### src/nfps_pkg.sv
// Package for the NOR flash program/erase sequencer.
// Payload structs, opcodes, status codes, datapath command type. No dependencies.
package nfps_pkg;

  localparam int SectorsDefault = 32;
  localparam logic [22:0] TickMax = 23'h7FFFFF;

  localparam logic [2:0] OP_PROGRAM = 3'd0;
  localparam logic [2:0] OP_ERASE   = 3'd1;
  localparam logic [2:0] OP_RESET   = 3'd2;
  localparam logic [2:0] OP_REPLY   = 3'd3;
  localparam logic [2:0] OP_TICK    = 3'd4;

  localparam logic [1:0] ST_OK      = 2'd0;
  localparam logic [1:0] ST_TIMEOUT = 2'd1;
  localparam logic [1:0] ST_NOT_ERA = 2'd2;
  localparam logic [1:0] ST_REJECT  = 2'd3;

  localparam logic [2:0] REG_BASE   = 3'd0;
  localparam logic [2:0] REG_SHIFT  = 3'd1;
  localparam logic [2:0] REG_PROT   = 3'd2;
  localparam logic [2:0] REG_KNOWN  = 3'd3;
  localparam logic [2:0] REG_WTO    = 3'd4;
  localparam logic [2:0] REG_ETO    = 3'd5;
  localparam logic [2:0] REG_SETTLE = 3'd6;

  typedef struct packed {
    logic [2:0]  operation;
    logic [31:0] address;
    logic [31:0] write_data;
    logic [4:0]  first_sector;
    logic [4:0]  last_sector;
    logic [31:0] reply_data;
  } in_item_t;

  typedef struct packed {
    logic        cycle_valid;
    logic        cycle_write;
    logic        cycle_word;
    logic [31:0] cycle_address;
    logic [7:0]  cycle_data;
    logic        done_res;
    logic [1:0]  status;
    logic        last;
  } out_item_t;

  // what kind of result the datapath should form
  typedef enum logic [3:0] {
    K_WR_BASE   = 4'd0,  // write data to flash_base + offset
    K_WR_SECTOR = 4'd1,  // 0x30 to sector
    K_WR_BYTE   = 4'd2,  // program byte
    K_RD_WORD   = 4'd3,  // check read at target
    K_RD_BYTE   = 4'd4,  // poll byte
    K_RD_SECTOR = 4'd5,  // poll sector
    K_RESET     = 4'd6,  // 0xF0 with done
    K_PLAIN     = 4'd7   // no cycle, done
  } kind_t;

  typedef struct packed {
    logic        emit;
    kind_t       kind;
    logic [11:0] offset;
    logic [7:0]  data;
    logic [1:0]  status;
    logic        last;
    logic [4:0]  sector;
  } dp_cmd_t;

  typedef struct packed {
    logic [1:0]  byte_index;
    logic        load;
    logic [31:0] address;
    logic [31:0] word;
  } dp_tgt_t;

endpackage

### src/nor_flash_program_erase_sequencer_unit.sv
// Top level of the NOR flash program/erase sequencer.
// An accepted item sets the sequencer state; its first result is then registered into
// the output register, and the rest follow one per clock while the output is not stalled
// and no protected sector is being skipped in an erase sweep (0..37 results). While an
// item's results are being emitted, the input is stalled.
// Synchronous active-high reset: registers to reset values, phase idle, output empty.
module nor_flash_program_erase_sequencer_unit import nfps_pkg::*; #(
  parameter int SECTORS = SectorsDefault
) (
  input  logic        clk,
  input  logic        rst,
  input  logic        in_valid,
  output logic        in_stall,
  input  in_item_t    in_data,
  output logic        out_valid,
  input  logic        out_stall,
  output out_item_t   out_data,
  input  logic        cfg_valid,
  output logic        cfg_ready,
  input  logic [2:0]  cfg_index,
  input  logic [31:0] cfg_data
);

  logic [31:0] flash_base, protect_mask, pending_word;
  logic [4:0]  sector_shift;
  logic        device_known;
  logic [15:0] write_timeout;
  logic [21:0] erase_timeout;
  logic [7:0]  settle_ticks;
  dp_cmd_t     cmd;
  dp_tgt_t     tgt;

  assign cfg_ready = 1'b1;

  always_ff @(posedge clk) begin
    if (rst) begin
      flash_base <= '0;
      sector_shift <= 5'd16;
      protect_mask <= '0;
      device_known <= 1'b0;
      write_timeout <= 16'd500;
      erase_timeout <= 22'd120000;
      settle_ticks <= 8'd1;
    end else if (cfg_valid) begin
      unique case (cfg_index)
        REG_BASE:   flash_base <= cfg_data;
        REG_SHIFT:  sector_shift <= cfg_data[4:0];
        REG_PROT:   protect_mask <= cfg_data;
        REG_KNOWN:  device_known <= cfg_data[0];
        REG_WTO:    write_timeout <= cfg_data[15:0];
        REG_ETO:    erase_timeout <= cfg_data[21:0];
        REG_SETTLE: settle_ticks <= cfg_data[7:0];
        default: ;
      endcase
    end
  end

  nfps_ctrl #(.SECTORS(SECTORS)) u_ctrl (
    .clk, .rst, .in_valid, .in_stall, .in_item(in_data),
    .protect_mask, .device_known, .write_timeout, .erase_timeout, .settle_ticks,
    .pending_word, .out_full(out_valid), .out_stall, .cmd, .tgt
  );

  nfps_datapath u_dp (
    .clk, .rst, .cmd, .tgt, .flash_base, .sector_shift, .pending_word,
    .out_full(out_valid), .out_item(out_data), .out_stall
  );

endmodule

### src/nfps_datapath.sv
// Datapath: target registers, address/data formation and output register.
// Depends on nfps_pkg.
module nfps_datapath import nfps_pkg::*; (
  input  logic        clk,
  input  logic        rst,
  input  dp_cmd_t     cmd,
  input  dp_tgt_t     tgt,
  input  logic [31:0] flash_base,
  input  logic [4:0]  sector_shift,
  output logic [31:0] pending_word,
  output logic        out_full,
  output out_item_t   out_item,
  input  logic        out_stall
);

  logic [31:0] target_address;
  logic [31:0] sector_off;
  logic [31:0] byte_addr;
  out_item_t   item_next;

  always_ff @(posedge clk) begin
    if (tgt.load) begin
      target_address <= tgt.address;
      pending_word   <= tgt.word;
    end
  end

  assign sector_off = {27'd0, cmd.sector} << sector_shift;
  assign byte_addr  = target_address + {30'd0, tgt.byte_index};

  always_comb begin
    item_next = '0;
    item_next.last = cmd.last;
    unique case (cmd.kind)
      K_WR_BASE: begin
        item_next.cycle_valid = 1'b1;
        item_next.cycle_write = 1'b1;
        item_next.cycle_address = flash_base + {20'd0, cmd.offset};
        item_next.cycle_data = cmd.data;
      end
      K_WR_SECTOR: begin
        item_next.cycle_valid = 1'b1;
        item_next.cycle_write = 1'b1;
        item_next.cycle_address = flash_base + sector_off;
        item_next.cycle_data = 8'h30;
      end
      K_WR_BYTE: begin
        item_next.cycle_valid = 1'b1;
        item_next.cycle_write = 1'b1;
        item_next.cycle_address = byte_addr;
        item_next.cycle_data = pending_word[8*(3-tgt.byte_index) +: 8];
      end
      K_RD_WORD: begin
        item_next.cycle_valid = 1'b1;
        item_next.cycle_word = 1'b1;
        item_next.cycle_address = target_address;
      end
      K_RD_BYTE: begin
        item_next.cycle_valid = 1'b1;
        item_next.cycle_address = byte_addr;
      end
      K_RD_SECTOR: begin
        item_next.cycle_valid = 1'b1;
        item_next.cycle_address = flash_base + sector_off;
      end
      K_RESET: begin
        item_next.cycle_valid = 1'b1;
        item_next.cycle_write = 1'b1;
        item_next.cycle_address = flash_base;
        item_next.cycle_data = 8'hF0;
        item_next.done_res = 1'b1;
        item_next.status = cmd.status;
      end
      K_PLAIN: begin
        item_next.done_res = 1'b1;
        item_next.status = cmd.status;
      end
      default: item_next = '0;
    endcase
  end

  always_ff @(posedge clk) begin
    if (rst) begin
      out_full <= 1'b0;
    end else if (cmd.emit) begin
      out_full <= 1'b1;
    end else if (!out_stall) begin
      out_full <= 1'b0;
    end
  end

  always_ff @(posedge clk) begin
    if (cmd.emit) begin
      out_item <= item_next;
    end
  end

endmodule

### src/nfps_ctrl.sv
// Controller: command phase machine and per-input result sequencer.
// Depends on nfps_pkg; drives nfps_datapath through dp_cmd_t.
module nfps_ctrl import nfps_pkg::*; #(
  parameter int SECTORS = SectorsDefault
) (
  input  logic        clk,
  input  logic        rst,
  input  logic        in_valid,
  output logic        in_stall,
  input  in_item_t    in_item,
  input  logic [31:0] protect_mask,
  input  logic        device_known,
  input  logic [15:0] write_timeout,
  input  logic [21:0] erase_timeout,
  input  logic [7:0]  settle_ticks,
  input  logic [31:0] pending_word,
  input  logic        out_full,
  input  logic        out_stall,
  output dp_cmd_t     cmd,
  output dp_tgt_t     tgt
);

  typedef enum logic [5:0] {
    PH_IDLE   = 6'b000001,
    PH_CHECK  = 6'b000010,
    PH_PPOLL  = 6'b000100,
    PH_SETTLE = 6'b001000,
    PH_SNONE  = 6'b010000,
    PH_EPOLL  = 6'b100000
  } phase_t;

  // emission sequencer
  typedef enum logic [5:0] {
    SQ_IDLE = 6'b000001,
    SQ_ONE  = 6'b000010,  // single result pending
    SQ_PROG = 6'b000100,  // 3 unlock writes, byte write, poll read
    SQ_EUNL = 6'b001000,  // 5 erase unlock writes
    SQ_SECT = 6'b010000,  // sector sweep
    SQ_TAIL = 6'b100000   // trailing single result; no transition enters this state
  } seq_t;

  phase_t      phase;
  seq_t        seq;
  logic [1:0]  byte_index;
  logic [22:0] elapsed_ticks;
  logic [4:0]  poll_sector;
  logic [2:0]  step;
  logic [4:0]  scan, scan_last;
  logic        any_prot_clear;
  kind_t       one_kind;
  logic [1:0]  one_status;
  logic        slot_free;
  logic        accept;
  logic [22:0] tick_inc;
  logic [22:0] settle_need;
  logic        unprot;
  logic        poll_ok;

  assign slot_free = !out_full || !out_stall;
  assign in_stall  = (seq != SQ_IDLE);
  assign accept    = in_valid && !in_stall;
  assign tick_inc  = (elapsed_ticks == TickMax) ? elapsed_ticks : elapsed_ticks + 23'd1;
  assign settle_need = (settle_ticks == 8'd0) ? 23'd1 : {15'd0, settle_ticks};
  assign unprot    = !protect_mask[scan];
  assign poll_ok   = (in_item.reply_data[7] == pending_word[8*(3-byte_index) + 7]);

  // any unprotected sector at or beyond a position, up to a given last position
  function automatic logic later_unprot(input logic [31:0] mask, input logic [4:0] from,
                                        input logic [4:0] upto);
    logic r;
    r = 1'b0;
    for (int s = 0; s < 32; s++) begin
      if (s >= from && s <= upto && !mask[s]) r = 1'b1;
    end
    return r;
  endfunction

  logic more_after;
  assign more_after = (scan != scan_last) &&
                      later_unprot(protect_mask, scan + 5'd1, scan_last);

  always_comb begin
    cmd = '0;
    cmd.kind = K_PLAIN;
    cmd.sector = poll_sector;
    tgt = '0;
    tgt.byte_index = byte_index;
    tgt.address = in_item.address;
    tgt.word = in_item.write_data;
    if (accept && in_item.operation == OP_PROGRAM && phase == PH_IDLE) begin
      tgt.load = 1'b1;
    end
    unique case (seq)
      SQ_ONE: begin
        cmd.emit = slot_free;
        cmd.kind = one_kind;
        cmd.status = one_status;
        cmd.last = 1'b1;
      end
      SQ_TAIL: begin
        cmd.emit = slot_free;
        cmd.kind = one_kind;
        cmd.status = one_status;
        cmd.last = 1'b1;
      end
      SQ_PROG: begin
        cmd.emit = slot_free;
        case (step)
          3'd0: begin cmd.kind = K_WR_BASE; cmd.offset = 12'h555; cmd.data = 8'hAA; end
          3'd1: begin cmd.kind = K_WR_BASE; cmd.offset = 12'h2AA; cmd.data = 8'h55; end
          3'd2: begin cmd.kind = K_WR_BASE; cmd.offset = 12'h555; cmd.data = 8'hA0; end
          3'd3: cmd.kind = K_WR_BYTE;
          default: begin cmd.kind = K_RD_BYTE; cmd.last = 1'b1; end
        endcase
      end
      SQ_EUNL: begin
        cmd.emit = slot_free;
        cmd.kind = K_WR_BASE;
        case (step)
          3'd0: begin cmd.offset = 12'h555; cmd.data = 8'hAA; end
          3'd1: begin cmd.offset = 12'h2AA; cmd.data = 8'h55; end
          3'd2: begin cmd.offset = 12'h555; cmd.data = 8'h80; end
          3'd3: begin cmd.offset = 12'h555; cmd.data = 8'hAA; end
          default: begin
            cmd.offset = 12'h2AA; cmd.data = 8'h55;
            cmd.last = !any_prot_clear;
          end
        endcase
      end
      SQ_SECT: begin
        cmd.emit = slot_free && unprot;
        cmd.kind = K_WR_SECTOR;
        cmd.sector = scan;
        // last iff no later unprotected sector in range
        cmd.last = !more_after;
      end
      default: ;
    endcase
  end

  always_ff @(posedge clk) begin
    if (rst) begin
      phase <= PH_IDLE;
      seq <= SQ_IDLE;
      byte_index <= '0;
      elapsed_ticks <= '0;
      poll_sector <= '0;
      step <= '0;
      scan <= '0;
      scan_last <= '0;
      any_prot_clear <= 1'b0;
      one_kind <= K_PLAIN;
      one_status <= ST_OK;
    end else begin
      unique case (seq)
        SQ_IDLE: begin
          if (accept) begin
            unique case (in_item.operation)
              OP_RESET: begin
                phase <= PH_IDLE; seq <= SQ_ONE; one_kind <= K_RESET; one_status <= ST_OK;
              end
              OP_PROGRAM: if (phase == PH_IDLE) begin
                byte_index <= '0;
                phase <= PH_CHECK; seq <= SQ_ONE; one_kind <= K_RD_WORD;
                one_status <= ST_OK;
              end
              OP_ERASE: if (phase == PH_IDLE) begin
                if (in_item.first_sector > in_item.last_sector ||
                    {27'd0, in_item.last_sector} >= 32'(SECTORS) || !device_known) begin
                  seq <= SQ_ONE; one_kind <= K_PLAIN; one_status <= ST_REJECT;
                end else begin
                  scan <= in_item.first_sector;
                  scan_last <= in_item.last_sector;
                  any_prot_clear <= later_unprot(protect_mask, in_item.first_sector,
                                                 in_item.last_sector);
                  phase <= later_unprot(protect_mask, in_item.first_sector,
                                        in_item.last_sector) ? PH_SETTLE : PH_SNONE;
                  elapsed_ticks <= '0;
                  step <= '0;
                  seq <= SQ_EUNL;
                end
              end
              OP_REPLY: begin
                if (phase == PH_CHECK) begin
                  if ((in_item.reply_data & pending_word) != pending_word) begin
                    phase <= PH_IDLE; seq <= SQ_ONE; one_kind <= K_PLAIN;
                    one_status <= ST_NOT_ERA;
                  end else begin
                    byte_index <= '0; step <= '0; seq <= SQ_PROG;
                    elapsed_ticks <= '0; phase <= PH_PPOLL;
                  end
                end else if (phase == PH_PPOLL) begin
                  if (poll_ok) begin
                    if (byte_index == 2'd3) begin
                      phase <= PH_IDLE; seq <= SQ_ONE; one_kind <= K_RESET;
                      one_status <= ST_OK;
                    end else begin
                      byte_index <= byte_index + 2'd1; step <= '0; seq <= SQ_PROG;
                      elapsed_ticks <= '0;
                    end
                  end else begin
                    seq <= SQ_ONE; one_kind <= K_RD_BYTE;
                  end
                end else if (phase == PH_EPOLL) begin
                  if (in_item.reply_data[7]) begin
                    phase <= PH_IDLE; seq <= SQ_ONE; one_kind <= K_RESET;
                    one_status <= ST_OK;
                  end else begin
                    seq <= SQ_ONE; one_kind <= K_RD_SECTOR;
                  end
                end
              end
              OP_TICK: begin
                if (phase == PH_PPOLL || phase == PH_EPOLL ||
                    phase == PH_SETTLE || phase == PH_SNONE) begin
                  elapsed_ticks <= tick_inc;
                end
                if (phase == PH_PPOLL && tick_inc > {7'd0, write_timeout}) begin
                  phase <= PH_IDLE; seq <= SQ_ONE; one_kind <= K_RESET;
                  one_status <= ST_TIMEOUT;
                end else if (phase == PH_EPOLL && tick_inc > {1'b0, erase_timeout}) begin
                  phase <= PH_IDLE; seq <= SQ_ONE; one_kind <= K_RESET;
                  one_status <= ST_TIMEOUT;
                end else if ((phase == PH_SETTLE || phase == PH_SNONE) &&
                             tick_inc >= settle_need) begin
                  seq <= SQ_ONE; one_status <= ST_OK;
                  if (phase == PH_SNONE) begin
                    phase <= PH_IDLE; one_kind <= K_RESET;
                  end else begin
                    phase <= PH_EPOLL; one_kind <= K_RD_SECTOR; elapsed_ticks <= '0;
                  end
                end
              end
              default: ;
            endcase
          end
        end
        SQ_ONE, SQ_TAIL: if (slot_free) seq <= SQ_IDLE;
        SQ_PROG: if (slot_free) begin
          if (step == 3'd4) seq <= SQ_IDLE;
          else step <= step + 3'd1;
        end
        SQ_EUNL: if (slot_free) begin
          if (step == 3'd4) seq <= any_prot_clear ? SQ_SECT : SQ_IDLE;
          else step <= step + 3'd1;
        end
        SQ_SECT: if (slot_free || !unprot) begin
          if (unprot) poll_sector <= scan;
          if (scan == scan_last || (unprot && !more_after)) seq <= SQ_IDLE;
          else scan <= scan + 5'd1;
        end
        default: seq <= SQ_IDLE;
      endcase
    end
  end

`ifndef ASSERT_OFF
  a_no_emit_idle: assert property (@(posedge clk) disable iff (rst)
    seq == SQ_IDLE |-> !cmd.emit) else $error("emit while sequencer idle");
  a_busy_stall: assert property (@(posedge clk) disable iff (rst)
    seq != SQ_IDLE |-> in_stall) else $error("input taken during emission");
  a_plain_idle: assert property (@(posedge clk) disable iff (rst)
    (cmd.emit && cmd.kind == K_PLAIN) |=> phase == PH_IDLE)
    else $error("done without cycle left phase active");
`endif

endmodule
### config.mk
export PLATFORM = sky130hd
export DESIGN_NAME = nor_flash_program_erase_sequencer_unit
export DESIGN_NICKNAME = d
export VERILOG_FILES = /design/src/nfps_pkg.sv /design/src/nor_flash_program_erase_sequencer_unit.sv /design/src/nfps_datapath.sv /design/src/nfps_ctrl.sv
export SDC_FILE = /design/constraint.sdc
export NUM_CORES = 1
export LEC_CHECK = 0
export BUFFER_PORTS_ARGS = -buffer_cell sky130_fd_sc_hd__buf_2
export CAP_MARGIN = 20
export CORE_MARGIN = 3
export CORE_UTILIZATION = 50
export CTS_CLUSTER_SIZE = 10
export DETAILED_ROUTE_END_ITERATION = 10
export PLACE_DENSITY = 0.69
export SLEW_MARGIN = 20
export SYNTH_ARGS = -nofsm -noshare
export SYNTH_HDL_FRONTEND = slang
export SYNTH_HIERARCHICAL = 1
export SYNTH_SLANG_ARGS = --single-unit
### constraint.sdc
create_clock -name clk -period 17.9 [get_ports clk]
set_clock_uncertainty 0.1 [all_clocks]
set_input_delay 0.895 -clock clk [delete_from_list [all_inputs] [get_ports clk]]
set_output_delay 0.895 -clock clk [all_outputs]
set_load 0.01 [all_outputs]
==> flow_summary.toml, run 1 <==
[cts]
cts_buffer_depth = 3
postCtsHoldBufs = 0
post_cts_resized = 0
clk_pin_slew_ns = 0.06
cts-root-buf = "clkbuf_16"
cts_tree = "yes"
cts_setup_buffers = 0
cts_made_buffers = 37
cts_max_level = 2
cts.sinks = 288
clk_latency_ns = 0.55

[status]
outcome = "completed"

[global_routing]
grt_util_met2_pct = 41.4
grt_pass1_wl_mm = 94.5
overflow = 0
grt_max_degree = 106
grt_pass1_vias = 16500
antenna_found_initial = 0
top_usage_layer = "met2"
use_met3_pct = 4.07
grt_usage_pct = 27.0
met1_usage_pct = 39.0

[setup_path]
crit_arrival_ns = 6.41
cpLargestDelayFamily = "simple AND/OR/NAND/NOR gates"
critical_path.endpoint = "u_dp/out_item[40]"
cp_num_cells = 17
rr_startpoint = "u_ctrl/seq[2]"
worst-setup-path-type = "reg2reg"
crit_chain = "or3_1 > nor3b_1 > nor3_1 > a221o_1 > nor2_1 > nand2_1 > nor4_1 > a22o_1 > ha_1 > fa_1 > a211oi_2 > o21bai_2 > o2111ai_2 > nand4_2 > a41oi_2 > or4_1 > nand3_1"
worst_setup_path_end_kind = "register"
r2r-end = "u_dp/out_item[40]"
start_kind = "register"
crit_path_top_delay_cell = "nor3b_1"
worstSetupStartpoint = "u_ctrl/seq[2]"
path_max_fanout = 20
path_buf_inv = 0
max_stage_delay_ns = 0.75
r2r_slack_ns = 11.80
r2r_cells = 17
required_ns = 18.21

[sta]
hold_viol_final = 0
finalSetupTns_ns = 0
fin_crit_sh_pct = 34.1
slew_violations = 0
rsz0062_at_grt = "false"
maxSlewHeadroom_pct = 25.8
worst_slew_pin_slew_ns = 1.11
fin_crit_ns = 6.10
setup_viol = 0
max_freq_ghz = 0.164

[synth]
synth.cell_area_um2 = 20400
synthesis.instances = 2285
synth_ff_type = "dfxtp_1"
synthTopCellsByArea = "dfxtp_1 17%, edfxtp_1 16%, mux2i_1 7.3%"
synth_cell_type_count = 115
synth.yosys.warnings = 6
ys_seq_elements = 288
synth_largest_area_cell = "dfxtp_1"
synth_area_per_cell_um2 = 8.95
synth_edf_count = 111
async_reset_ff_share_pct = 0
netlist_top_cells_count = "189 x nor2_1, 177 x dfxtp_1, 157 x nand2b_1"
synth_top_area_share_pct = 17.3
yosysSeqAreaShare_pct = 33.6
yosysMostFrequentCell = "nor2_1"

[final_layout]
n_antenna_cell = 0
area_growth_pct = 8.35
nNetsFinal = 2573
final_cell_area_um2 = 22200
fill_cells = 3614
final_cells = 2872
drive_above_1_share_pct = 15.0

[placement]
portBuffers = 197
hpwl_mm = 45.6
routabilityCongestion = 0.933
dp_cells = 2811
placed_area_um2 = 21100

[power]
total_power_uw = 1510
peakVddDrop_v = 0.0000644
p_leak_uw = 0.00870
powerDensity_nw_per_um2 = 68.2

[hold_path]
hp-class = "reg2reg"

[floorplan]
rows = 73
io_pins = 199
die_y_um = 208
die_area_um2 = 43400
start_util_pct = 51.0
core_area_um2 = 40100
dieWidth_um = 208

[run]
maxCapViolations = 0

[drt]
wl_per_cell_um = 21.3
dr.pass1.iters = 9
drc = 0
drt_wl_total_mm = 61.2
drt_iter0_drc = 1810
vias_per_cell = 6.16
vias = 17700
antenna_left = 0
stage by stage:
step	hold slack (ns)	util (%)	setup slack, ns
floorplan	0.346	-	9.85
global placement	0.364	52.5	12.25
detailed placement	0.366	52.5	11.92
CTS	0.376	55.3	11.84
global route	0.393	55.3	11.30
finish	0.375	55.3	11.80
layout by cell type, fill, tap and decap left out, types with 43 or more instances in the layout:
master / Yosys / layout
o21ai_0: 103 / 102
a21oi_1: 107 / 106
nand2_1: 125 / 125
nor2_1: 189 / 189
xnor2_1: 43 / 43
nand2b_1: 157 / 157
edfxtp_1: 111 / 111
dfxtp_1: 177 / 177
buf_2: 30 / 196
nand3_1: 54 / 54
mux2i_1: 150 / 150
ha_1: 97 / 97
inv_1: 114 / 114
flip-flops by register name, indices dropped and copies added, names as in the netlist, 16 cells and up:
register	cells
erase_timeout	22
u_ctrl/elapsed_ticks	23
protect_mask	32
u_dp/pending_word	32
flash_base	32
u_dp/out_item	47
write_timeout	16
u_dp/target_address	32
tightest hold or removal path: stages, from the launching register on:
cell and delay (ns):
dfxtp_1 0.31, nand2b_1 0.06, mux2i_1 0.06
kinds of logic (layout without fill, tap and decap cells):
logic type | Yosys count | after routing | share of synthesized area [%]
XOR/XNOR | 82 | 82 | 3.51
adder cells (fa/ha/maj) | 102 | 102 | 6.28
multiplexers | 174 | 174 | 9.66
other | 2 | 3 | 0.0367
buffers and inverters | 327 | 388 | 7.92
AND/OR/NAND/NOR | 791 | 791 | 21.3
AO/OA/AOI/OAI | 519 | 519 | 17.7
flip-flops | 288 | 288 | 33.6
power breakdown:
part / internal, uW / switching (uW)
combinational: 48.6 / 72.1
clock: 395 / 290
sequential: 692 / 12.3
total: 1140 / 375
worst min path at each step:
| stage | cells after the start | slack [ns] | endpoint | start |
|---|---|---|---|---|
| after global routing | 1 | 0.39 | u_dp/pending_word[9] | in_data[51] |
| after CTS | 2 | 0.38 | erase_timeout[11] | erase_timeout[11] |
| final | 2 | 0.38 | erase_timeout[11] | erase_timeout[11] |
| after detailed placement | 2 | 0.37 | erase_timeout[11] | erase_timeout[11] |
| after global placement | 2 | 0.36 | erase_timeout[5] | erase_timeout[5] |
| after floorplan | 2 | 0.35 | u_ctrl/one_kind[1] | u_ctrl/one_kind[1] |
per-layer routing:
metal,wire (um),part of all wire (%),vias up
met5,0,0,-
met4,1860,3.0,0
met3,4830,7.9,111
met2,26800,44,799
met1,27700,45,8416
li1,-,-,8358
area by class of cell:
cell class,count,area (um^2),share of cell area [%]
multi-input combinational,1671,12000,54.2
sequential,288,6880,31.0
timing repair buffer,211,1090,4.94
clock buffer,53,1020,4.59
tap,525,657,2.97
inverter,116,435,1.97
clock inverter,8,72.6,0.328
Power figures use the tool's default switching activity.
==> run 2, diff against run 1 <==
Settings changed: PLACE_DENSITY 0.69 to 0.72.
Clock period 17.9 ns to 5.2 ns, I/O delays scaled along.
==> run 2 against run 1 <==
Effect of this change:
- global-route usage increased by 1.0 points
- count of clock-buffer cells in the layout increased by 1
- sequential share of layout area decreased by 1.4 points
- register-to-register slack got worse by 12 ns
- critical endpoint is now u_ctrl/seq[3]
- largest cell class unchanged
- largest power group unchanged
==> flow_summary.toml, run 2 (same netlist as run 1, synthesis figures left out) <==
[status]
outcome = "completed"

[sta]
fin_crit_ns = 4.93
max_freq_ghz = 0.203
setup_viol = 0
slew_violations = 0
worst_slew_pin_slew_ns = 1.09
maxSlewHeadroom_pct = 27.5
fin_crit_sh_pct = 94.7
hold_viol_final = 0
finalSetupTns_ns = 0

[floorplan]
die_area_um2 = 43400
core_area_um2 = 40100
start_util_pct = 51.0
rows = 73
die_y_um = 208
io_pins = 199
dieWidth_um = 208

[drt]
antenna_left = 0
wl_per_cell_um = 21.2
drc = 0
dr.pass1.iters = 9
vias = 18200
vias_per_cell = 6.13
drt_wl_total_mm = 63.1
drt_iter0_drc = 1891

[hold_path]
hold_end = "u_ctrl/scan_last[1]"
hp-class = "in2reg"
hold_start = "in_data[33]"
holdPathStages = 3

[global_routing]
grt_max_degree = 106
top_usage_layer = "met2"
grt_pass1_wl_mm = 98.8
grt_pass1_vias = 17700
grt_util_met2_pct = 45.2
met1_usage_pct = 39.2
grt_usage_pct = 28.0
use_met3_pct = 4.48
antenna_found_initial = 0
overflow = 0

[cts]
cts_buffer_depth = 3
cts_made_buffers = 36
cts-root-buf = "clkbuf_16"
cts.sinks = 288
cts_tree = "yes"
clk_pin_slew_ns = 0.05
cts_max_level = 2
clk_latency_ns = 0.55

[power]
p_leak_uw = 0.00917
peakVddDrop_v = 0.000264
powerDensity_nw_per_um2 = 224

[final_layout]
final_cell_area_um2 = 23200
multi_input_area_um2 = 12100
area_growth_pct = 13.4
top_register = "u_dp/out_item"
nNetsFinal = 2679
final_cells = 2976
drive_above_1_share_pct = 15.3
fill_cells = 3498
largest_reg_flops = 47
regArea_um2 = 6880
n_antenna_cell = 0
final_cell_mix = "196 x buf_2, 189 x nor2_1, 177 x dfxtp_1, 157 x nand2b_1, 150 x mux2i_1"
layout_commonest_cell = "buf_2"

[placement]
placed_area_um2 = 21200
routabilityCongestion = 0.995
hpwl_mm = 46.0
portBuffers = 197
dp_cells = 2832

[setup_path]
worst_setup_path_end_kind = "register"
start_kind = "register"
path_max_fanout = 8
crit_arrival_ns = 5.25
r2r_slack_ns = 0.27
worst-setup-path-type = "reg2reg"
max_stage_delay_ns = 0.61
crit_chain = "nand4_2 > or4_1 > or3_4 > nand2b_1 > nor4_1 > xnor2_1 > ha_1 > nand2_1 > nor3_4 > and3_1 > o211ai_1 > a21oi_2 > nand4_1 > nor3b_4 > o21ai_0 > o211ai_1 > mux2_2"
rr_startpoint = "u_ctrl/elapsed_ticks[11]"
r2r-end = "u_ctrl/seq[3]"
crit_path_top_delay_cell = "or4_1"
cpLargestDelayFamily = "simple AND/OR/NAND/NOR gates"
path_buf_inv = 0
path_common_cell = "o211ai_1"
r2r_cells = 17
required_ns = 5.53

[run]
maxCapViolations = 0
==> run 2: worst max-delay path by stage <==
stage | from | endpoint | slack, ns | depth (start not counted)
final | u_ctrl/elapsed_ticks[11] | u_ctrl/seq[3] | 0.27 | 17
after detailed placement | u_ctrl/elapsed_ticks[11] | u_ctrl/seq[3] | 0.02 | 17
after global placement | u_ctrl/elapsed_ticks[12] | u_ctrl/seq[3] | 0.37 | 17
after CTS | u_ctrl/elapsed_ticks[12] | u_ctrl/seq[3] | 0.14 | 17
after global routing | u_ctrl/elapsed_ticks[12] | u_ctrl/seq[3] | -0.008 | 17
after floorplan | u_ctrl/scan[0] | u_dp/out_item[0] | 0.33 | 6
==> run 2: cell type report <==
type	count	share of cell area [%]
multi-input combinational	1671	52.0
sequential	288	29.7
timing repair buffer	318	9.11
clock buffer	54	4.31
tap	525	2.83
inverter	116	1.88
clock inverter	4	0.167
==> run 2: repair_timing <==
action | 4_1_cts | 5_1_grt
resized for setup | 1 | 10
pin swaps | 0 | 1
setup buffers | 0 | 0
endpoints found under the setup margin | 1 | 16
hold buffers | 86 | 0
hold endpoints to repair | 100 | 0
==> run 2: tightest hold or removal path, cell delays in order <==
cell and delay [ns]:
buf_2 0.18, mux2i_1 0.15, nor2_1 0.05
==> run 2: through the flow <==
step	util (%)	setup slack (ns)	hold WS, ns	power (uW)
after floorplan	-	0.330	0.232	2750
after global placement	53.0	0.367	0.336	2870
after detailed placement	53.0	0.0162	0.338	2880
after CTS	57.7	0.138	0.0205	5220
final	57.8	0.275	0.0417	5190
after global routing	57.8	-0.00805	0.0793	5360
==> run 2: metal layers <==
| layer | routed length (um) | part of all wire, % |
|---|---|---|
| met3 | 4930 | 7.8 |
| met2 | 28800 | 46 |
| met5 | 0 | 0 |
| met1 | 27700 | 44 |
| met4 | 1600 | 2.5 |
==> run 2: power by group <==
group          internal (uW)  total (uW)  leakage [uW]  switching, uW
sequential              2380        2420       0.00238           43.8
combinational            211         474       0.00629            262
clock                   1330        2290      0.000500            966
